--- config.mk ---
export PLATFORM = sky130hd
export DESIGN_NAME = mf5_front
export DESIGN_NICKNAME = d
export VERILOG_FILES = /design/src/design/mf5_pkg.sv /design/src/design/mf5_front.sv
export SDC_FILE = /design/constraint.sdc
export NUM_CORES = 1
export LEC_CHECK = 0
export BUFFER_PORTS_ARGS = -buffer_cell sky130_fd_sc_hd__buf_2
export CORE_AREA = 10 10 114 75
export CTS_CLUSTER_DIAMETER = 200
export CTS_CLUSTER_SIZE = 40
export DETAILED_ROUTE_END_ITERATION = 12
export DIE_AREA = 0 0 124 85
export PLACE_DENSITY = 0.63
export SETUP_SLACK_MARGIN = 0.3
export SYNTH_ARGS = -nofsm -noshare
export SYNTH_HDL_FRONTEND = slang
export SYNTH_SLANG_ARGS = --single-unit
--- constraint.sdc ---
create_clock -name clock -period 5.6 [get_ports clock]
set_input_delay 1.68 -clock clock [delete_from_list [all_inputs] [get_ports clock]]
set_output_delay 1.68 -clock clock [all_outputs]
set_load 0.01 [all_outputs]
--- src/design/mf5_pkg.sv ---
// ----------------------------------------------------------------------------
// mf5_pkg: shared types and constants for the 5x5 median filter
// geometry defaults, window constants and the front-to-back word type
// ----------------------------------------------------------------------------
package mf5_pkg;

   localparam int MAX_WIDTH_DEF  = 4096;
   localparam int MAX_HEIGHT     = 4096;
   localparam int WIN            = 5;
   localparam int WIN_AREA       = 25;
   localparam int MED_RANK       = 12;
   localparam int LINES          = 4;
   localparam int CFG_W          = 13;
   localparam int POS_W          = 12;
   localparam int PIX_W          = 8;
   localparam logic [CFG_W-1:0] WIDTH_RESET  = 13'd640;
   localparam logic [CFG_W-1:0] HEIGHT_RESET = 13'd480;

   typedef enum logic [0:0] {
      CSR_LINE_WIDTH   = 1'b0,
      CSR_FRAME_HEIGHT = 1'b1
   } csr_index_type;

   // one classified word passed from the front to the back
   typedef struct packed {
      logic [PIX_W-1:0] pixel;
      logic [POS_W-1:0] col;
      logic [POS_W-1:0] row;
      logic             emit;
      logic             last;
   } front_word_type;

   localparam int FW_W = $bits(front_word_type);

endpackage

--- src/design/mf5_front.sv ---
// ----------------------------------------------------------------------------
// mf5_front: input acceptance and frame position tracking
// tags each pixel with its column and row and whether it completes a window
// ----------------------------------------------------------------------------
module mf5_front (
   input  logic                          clock,
   input  logic                          reset,
   input  logic                          csr_write,
   input  logic                          req_valid,
   output logic                          req_ready,
   input  logic [mf5_pkg::PIX_W-1:0]     req_pixel,
   input  logic [mf5_pkg::CFG_W-1:0]     eff_width,
   input  logic [mf5_pkg::CFG_W-1:0]     eff_height,
   output logic                          fw_valid,
   input  logic                          fw_ready,
   output mf5_pkg::front_word_type       fw_data
);
   import mf5_pkg::*;

   logic [POS_W-1:0] col_ff, col_in, row_ff, row_in;
   logic             take, col_wrap, row_wrap;
   logic [CFG_W-1:0] col_nx, row_nx;

   assign req_ready = fw_ready;
   assign fw_valid  = req_valid;
   assign take      = req_valid & fw_ready;

   assign col_nx   = {1'b0, col_ff} + 13'd1;
   assign row_nx   = {1'b0, row_ff} + 13'd1;
   assign col_wrap = col_nx >= eff_width;
   assign row_wrap = row_nx >= eff_height;

   always_comb begin
      fw_data.pixel = req_pixel;
      fw_data.col   = col_ff;
      fw_data.row   = row_ff;
      fw_data.emit  = (col_ff >= 12'd4) && (row_ff >= 12'd4);
      fw_data.last  = col_wrap & row_wrap;
      col_in = col_ff;
      row_in = row_ff;
      if (csr_write) begin
         col_in = '0;
         row_in = '0;
      end else if (take) begin
         if (col_wrap) begin
            col_in = '0;
            row_in = row_wrap ? '0 : row_nx[POS_W-1:0];
         end else begin
            col_in = col_nx[POS_W-1:0];
         end
      end
   end

   always_ff @(posedge clock) begin
      if (reset) begin
         col_ff <= '0;
         row_ff <= '0;
      end else begin
         col_ff <= col_in;
         row_ff <= row_in;
      end
   end

`ifndef ASSERT_OFF
   a_col_range: assert property (@(posedge clock) disable iff (reset)
      {1'b0, col_ff} < eff_width || $past(csr_write))
      else $error("column out of range");
   a_cfg_clears: assert property (@(posedge clock) disable iff (reset)
      csr_write |=> col_ff == '0 && row_ff == '0)
      else $error("config write did not restart frame");
   a_emit_pos: assert property (@(posedge clock) disable iff (reset)
      fw_data.emit |-> col_ff >= 12'd4 && row_ff >= 12'd4)
      else $error("emit outside valid window");
`endif
endmodule

==> metrics.yaml <==
hpwl_mm: 4.95
synth-edff-count: 0
fmax_ghz: 0.195
relSlewSlack_pct: 55.1
drive_gt1_share_pct: 20.4
htree_levels: 1
grt.total_usage_pct: 11.4
cts.sinks: 24
io_buffers: 58
skew_ps: 3.92
netlist_top_cells_count: "ha_1, inv_1, nand2_1"
dieArea_um2: 10500
rsz0062_at_grt: "false"
fin_nets: 391
worstMarginPinSlew_ps: 673
firstDrtPassIters: 4
synth_area_leaders: "dfxtp_1, ha_1, xnor2_1"
hold_viol_final: 0
grt_antenna_before_repair: 0
drv_slew: 0
design.core.area_um2: 6470
power_w: 0.000311
grt_pass1_wl_mm: 9.98
std_cell_rows: 23
peakVddDrop_mv: 0.0757
fin_crit_sh_pct: 91.6
min_path_type: "reg2reg"
avgViaCountPerCell: 5.06
wl_per_cell_um: 14.8
synthArstFlopShare_pct: 0
end_kind: "output port"
clockBufferDepth: 2
finalHoldWorstSlack_ps: 512
via_count: 2056
yosys_warnings: 0
dr.first_iter.drc_count: 137
p_leak_nw: 1.25
drc: 0
place_area_um2: 2470
die_w_um: 124
final_area_um2: 2510
initial_utilization_pct: 33.9
ant_nets: 0
synth_top_area_cell: "dfxtp_1"
synth_seq_area_share_pct: 21.9
synthFlopType: "dfxtp_1"
cts_resized: 0
synth_area_um2: 2190
fillers: 713
io_pins: 75
place_congestion: 0.816
worstSetupStartpointType: "input pin"
syn_area_per_cell_um2: 7.75
outcome: "complete, no violations"
cts_tree: "built"
required_ps: 3920
clkTransAtPathRegs_ps: 90
power_density_nw_per_um2: 124
num_antenna_cells: 0
yosysTopAreaCellShare_pct: 21.9
fin_crit_ps: 5130
worstSkewPairLatency_ps: 270
die_h_um: 85
cp.arrival_ps: 3450
cts_buffers: 3
area_growth_pct: 14.3
setup_tns_ps: 0
syn_nets: 353
hold_buffers: 0
drv_cap: 0
cts-root-buf: "clkbuf_8"
setup-violations-final: 0
grt_overflow: 0
crit_type: "in2out"
path_max_fanout: 6
synth_cell_types: 39
drt-total-wl_mm: 6.01
post_cts_buffers: 0
ys_ff_latch: 24
grt_max_degree: 21
grt_pass1_vias: 1970
netlist_instances: 283
kinds of logic (layout without fill, tap and decap cells):
kind of cell | after synthesis | after routing | synth area share [%]
XOR/XNOR | 20 | 20 | 7.98
adder cells (fa/ha/maj) | 31 | 31 | 17.7
buffers and inverters | 57 | 93 | 11.5
AO/OA/AOI/OAI | 53 | 53 | 17.6
multiplexers | 1 | 1 | 0.513
AND/OR/NAND/NOR | 97 | 97 | 22.9
flip-flops | 24 | 24 | 21.9
area by class of cell:
cell class | count | area (um2) | area share [%]
Timing Repair Buffer | 59 | 298 | 11.9
Clock buffer | 3 | 41.3 | 1.65
Sequential cell | 24 | 480 | 19.2
Inverter | 31 | 116 | 4.64
Tap cell | 87 | 109 | 4.34
Multi-Input combinational cell | 202 | 1460 | 58.3
layer usage:
layer  part of all wire [%]  global-route usage (%)  wire length [um]  vias up
li1                       -                       -                 -     1057
met1                     51                    16.3              3040      924
met2                     40                    16.3              2400       73
met3                    8.9                    3.31               537        2
met4                   0.52                    2.29                31        0
met5                      0                       0                 0        -
flip-flops by register name, summed over array words and instances (netlist names):
signal / flops
col_ff: 12
row_ff: 12
report_power, final:
group          switching, W   total, W  internal [W]
Combinational     0.0000212  0.0000369     0.0000157
Clock             0.0000553   0.000103     0.0000482
Sequential      0.000000437   0.000171      0.000171
stage by stage:
stage,worst slack [ps],utilization (%),cells
floorplan,685,-,283
global placement,491,38.1,403
detailed placement,452,38.1,403
CTS,459,38.7,406
global route,391,38.7,406
finish,469,38.7,406
worst max-delay path: stages:
cell       delay, ps
buf_2             70
inv_1             30
ha_1             310
a21oi_1          150
nand2_1           70
a211o_1          320
a2111oi_4        500
nor2_1           130
buf_2            170
cells in the final DEF, fill, tap and decap left out, drive strengths merged:
cell type	netlist	routed
a2111oi	1	1
a211o	1	1
a21boi	2	2
a21o	1	1
a21oi	17	17
a221oi	1	1
a22o	8	8
a31oi	6	6
a32o	2	2
a32oi	4	4
and2	2	2
and3	8	8
and4	1	1
buf	12	59
clkbuf	14	3
dfxtp	24	24
ha	31	31
inv	31	31
mux2	1	1
nand2	27	27
nand2b	2	2
nand3	16	16
nand4	10	10
nor2	11	11
nor2b	3	3
nor3	6	6
nor3b	2	2
nor4	5	5
o21a	1	1
o21ai	6	6
o41ai	3	3
or2	2	2
or4	2	2
xnor2	15	15
xor2	5	5
final timing paths:
kind	start	endpoint	slack, ps	depth (start not counted)
worst max-delay path	eff_height[3]	fw_data[0]	470	9
worst min-delay path	col_ff[1]$_SDFFE_PP0P_	col_ff[1]$_SDFFE_PP0P_	510	2
worst max register to register	col_ff[0]$_SDFFE_PP0P_	row_ff[4]$_SDFFE_PP0P_	1800	12
worst min register to register	col_ff[1]$_SDFFE_PP0P_	col_ff[1]$_SDFFE_PP0P_	510	2
Note: power is estimated with default switching activity, not from simulation.
