===== config.mk =====
export PLATFORM = sky130hd
export DESIGN_NAME = mf5_fifo
export DESIGN_NICKNAME = d
export VERILOG_FILES = /design/src/design/mf5_pkg.sv /design/src/design/mf5_fifo.sv
export SDC_FILE = /design/constraint.sdc
export NUM_CORES = 1
export LEC_CHECK = 0
export BUFFER_PORTS_ARGS = -buffer_cell sky130_fd_sc_hd__buf_2
export CORE_ASPECT_RATIO = 1.4
export CORE_UTILIZATION = 56
export CTS_CLUSTER_DIAMETER = 200
export CTS_CLUSTER_SIZE = 40
export DETAILED_ROUTE_END_ITERATION = 12
export PLACE_DENSITY = 0.85
export SLEW_MARGIN = 30
export SYNTH_ARGS = -nofsm -noshare
export SYNTH_HDL_FRONTEND = slang
export SYNTH_SLANG_ARGS = --single-unit

===== constraint.sdc =====
create_clock -name clock -period 3.95 [get_ports clock]
set_input_delay 0.79 -clock clock [delete_from_list [all_inputs] [get_ports clock]]
set_output_delay 0.79 -clock clock [all_outputs]
set_load 0.02 [all_outputs]

===== src/design/mf5_pkg.sv =====
// ----------------------------------------------------------------------------
// mf5_pkg: shared types and constants for the 5x5 median filter
// geometry defaults, window constants and the front-to-back word type
// ----------------------------------------------------------------------------
package mf5_pkg;

   localparam int MAX_WIDTH_DEF  = 4096;
   localparam int MAX_HEIGHT     = 4096;
   localparam int WIN            = 5;
   localparam int WIN_AREA       = 25;
   localparam int MED_RANK       = 12;
   localparam int LINES          = 4;
   localparam int CFG_W          = 13;
   localparam int POS_W          = 12;
   localparam int PIX_W          = 8;
   localparam logic [CFG_W-1:0] WIDTH_RESET  = 13'd640;
   localparam logic [CFG_W-1:0] HEIGHT_RESET = 13'd480;

   typedef enum logic [0:0] {
      CSR_LINE_WIDTH   = 1'b0,
      CSR_FRAME_HEIGHT = 1'b1
   } csr_index_type;

   // one classified word passed from the front to the back
   typedef struct packed {
      logic [PIX_W-1:0] pixel;
      logic [POS_W-1:0] col;
      logic [POS_W-1:0] row;
      logic             emit;
      logic             last;
   } front_word_type;

   localparam int FW_W = $bits(front_word_type);

endpackage


===== src/design/mf5_fifo.sv =====
// ----------------------------------------------------------------------------
// mf5_fifo: two-entry queue between front and back
// lets either side stall without losing a word
// ----------------------------------------------------------------------------
module mf5_fifo (
   input  logic                    clock,
   input  logic                    reset,
   input  logic                    in_valid,
   output logic                    in_ready,
   input  mf5_pkg::front_word_type in_data,
   output logic                    out_valid,
   input  logic                    out_ready,
   output mf5_pkg::front_word_type out_data
);
   import mf5_pkg::*;

   front_word_type mem_ff [2];
   logic           wp_ff, wp_in, rp_ff, rp_in;
   logic [1:0]     cnt_ff, cnt_in;
   logic           push, pop;

   assign in_ready  = cnt_ff != 2'd2;
   assign out_valid = cnt_ff != 2'd0;
   assign out_data  = mem_ff[rp_ff];
   assign push      = in_valid & in_ready;
   assign pop       = out_valid & out_ready;

   always_comb begin
      wp_in  = push ? ~wp_ff : wp_ff;
      rp_in  = pop  ? ~rp_ff : rp_ff;
      cnt_in = cnt_ff + {1'b0, push} - {1'b0, pop};
   end

   always_ff @(posedge clock) begin
      if (reset) begin
         wp_ff  <= 1'b0;
         rp_ff  <= 1'b0;
         cnt_ff <= '0;
      end else begin
         wp_ff  <= wp_in;
         rp_ff  <= rp_in;
         cnt_ff <= cnt_in;
      end
   end

   always_ff @(posedge clock) begin
      if (push) mem_ff[wp_ff] <= in_data;
   end

`ifndef ASSERT_OFF
   a_cnt: assert property (@(posedge clock) disable iff (reset)
      cnt_ff != 2'd3)
      else $error("queue count overflow");
   a_ptr: assert property (@(posedge clock) disable iff (reset)
      (cnt_ff == 2'd1) |-> (wp_ff != rp_ff))
      else $error("queue pointers inconsistent");
   a_push_full: assert property (@(posedge clock) disable iff (reset)
      (cnt_ff == 2'd2 && !pop) |=> cnt_ff == 2'd2)
      else $error("full queue lost a word");
`endif
endmodule


==> results.yml <==
worst_setup_path:
  crit_chain: "mux2_1 > buf_2"
  cp.arrival_ns: 1.63
  critical_path_class: "reg -> out"
  reg2reg_slack_ns: 1.98
  cp.required_ns: 3.16
  crit_fanout: 34
  start_kind: "flip-flop"
  path_buf_inv: 1
  critPathSlowestCell: "dfxtp_4"
  slowest_delay_ns: 0.74
  cp-end-kind: "output port"
  worst_path_dominant_cell_family: "flip-flops"
sta:
  relSlewSlack_pct: 38.2
  fmax_mhz: 413
  slew_viol_final: 0
  rsz0062_at_grt: "false"
  final.setup.tns_ns: 0
  period_share_pct: 61.3
  timing.final.crit_period_ns: 2.42
  skew_ns: 0.00454
  hold_slack_ns: 0.549
  worst_pin_slew_ns: 0.927
  hold_violations: 0
  setup_violations: 0
run:
  drv_cap: 0
final_layout:
  final_nets: 252
  diodes: 0
  syn2layout_area_growth_pct: 22.1
  layout-drive-gt1-share_pct: 57.4
  n_fill_cell: 331
drt:
  wl_um: 4430
  ant_nets: 0
  via_count: 1392
  drc: 0
  viasPerCell: 4.97
  drt_iter0_drc: 29
  first_pass_iters: 4
  wire_per_inst_um: 15.8
yosys:
  ys_ff_latch: 73
  yosysTopAreaCell: "edfxtp_1"
  ys.flop_type: "edfxtp_1"
  netlist_instances: 130
  yosysMostFrequentCell: "edfxtp_1"
  yosys-top-cells-area: "edfxtp_1, mux2_4, dfxtp_1, buf_6, mux2_1"
  synth_common_cells: "edfxtp_1, mux2_4, dfxtp_1, nor2_1"
  avgSynthCellArea_um2: 21.7
  async_reset_ff_share_pct: 0
  synth_edf_count: 68
  synth_cell_types: 16
  synth_area_mm2: 0.00282
  yosysTopAreaCellShare_pct: 72.4
  synth-seq-area-share_pct: 76.0
  yosysWarnings: 0
  synth_fp_nets: 170
placement:
  portBuffers: 73
  dp_hpwl_um: 2900
  routabilityCongestion: 0.728
clock_tree:
  clkSlewWorstSetupHoldPaths_ns: 0.07
  cts_tree: "done"
  clockBufferDepth: 2
  clk_latency_ns: 0.34
  cts_root_buf: "clkbuf_8"
  htree_levels: 3
  clkSinkCount: 73
  holdBufCountCts: 0
  cts.repair.resized: 0
  post_cts_buffers: 0
  cts_buffers: 9
floorplanning:
  die_y_um: 86.0
  start_util_pct: 58.2
  io_pins: 74
  rows: 30
  die-area_mm2: 0.00533
  core_mm2: 0.00484
  die_w_um: 62.0
power_and_ir_drop:
  sw_frac_of_total_pct: 29.3
  total_power_w: 0.00222
  p_per_area_mw_per_mm2: 644
  power_frac_comb_pct: 27.8
  leakagePower_nw: 1.38
  ir_worst_vdd_v: 0.000530
  switchingPower_w: 0.000649
  p_int_w: 0.00157
  pwr-share-clk_pct: 24.0
  power_frac_seq_pct: 48.3
global_route:
  antenna_found_initial: 0
  overflow: 0
  grt_use_total_pct: 18.4
  grt_pass1_vias: 1405
  grt_first_pass_wirelength_um: 6460
  grt_max_degree: 35
min_path:
  hold_path.class: "reg -> reg"
status:
  status: "finished, final reports clean"
## through the flow
stage,cell area (µm²),std cells,utilization [%],setup WS (ns)
2_1_floorplan,2820,130,-,1.23
3_3_place_gp,3240,264,66.8,1.57
3_5_place_dp,3240,264,66.9,1.59
4_1_cts,3420,279,70.5,1.49
5_1_grt,3440,280,71.1,1.44
6_report,3440,280,71.1,1.53
## cell usage in the layout, fill, tap and decap left out, drive strengths merged
| cell type | n |
|---|---|
| and3 | 1 |
| buf | 75 |
| bufinv | 1 |
| clkbuf | 11 |
| clkinv | 3 |
| dfxtp | 5 |
| edfxtp | 68 |
| ha | 2 |
| inv | 1 |
| mux2 | 35 |
| nand2 | 1 |
| nand2b | 1 |
| nor2 | 5 |
| nor2b | 2 |
| o21a | 1 |
| or2 | 1 |
| xnor2 | 2 |
| xor2 | 1 |
## flip-flops by register name, indices dropped and copies added (netlist names), named ones only
signal  flops
wp_ff       1
rp_ff       1
cnt_ff      2
mem_ff     68
## layer usage
metal / vias up / GRT usage (%) / part of all wire [%]
met4: 0 / 9.70 / 2.3
met2: 49 / 30.0 / 55
met5: - / 0 / 0
met3: 8 / 7.84 / 4.6
met1: 675 / 19.4 / 39
li1: 660 / - / -
## cell families (layout without fill, tap and decap cells)
group	count (synthesis)	after routing	share of synthesized area, %
AO/OA/AOI/OAI	1	1	0.311
XOR/XNOR	3	3	0.932
adder cells (fa/ha/maj)	2	2	0.887
buffers and inverters	5	91	1.73
flip-flops	73	73	76.0
multiplexers	35	35	18.1
AND/OR/NAND/NOR	11	11	2.09
## worst paths after layout
check / startpoint / to / depth (start not counted)
worst max-delay path: flip-flop / out_data[2] / 2
worst min-delay path: rp_ff / rp_ff / 2
worst max register to register: cnt_ff[0] / mem_ff[1][25] / 3
worst min register to register: rp_ff / rp_ff / 2
## worst min-delay path, cell delays in order (launching register included)
cell and delay [ns]:
dfxtp_1 0.34, xnor2_1 0.09, nor2_1 0.08
## area by class of cell
| class | count | area [µm²] | area share [%] |
|---|---|---|---|
| clock inverters | 4 | 45.0 | 1.31 |
| flip-flops and latches | 73 | 2150 | 62.3 |
| repair buffers | 75 | 400 | 11.6 |
| inverters | 1 | 3.75 | 0.109 |
| multi-input cells | 52 | 637 | 18.5 |
| clock buffers | 11 | 131 | 3.82 |
| well taps | 64 | 80.1 | 2.33 |
## power by group through the flow
stage          clock [W]  sequential, W  combinational [W]
6_report        0.000531        0.00107           0.000615
3_3_place_gp           0        0.00108           0.000600
5_1_grt         0.000569        0.00108           0.000662
2_1_floorplan          0        0.00102           0.000516
3_5_place_dp           0        0.00109           0.000603
4_1_cts         0.000547        0.00107           0.000606
Power figures use the tool's default switching activity.
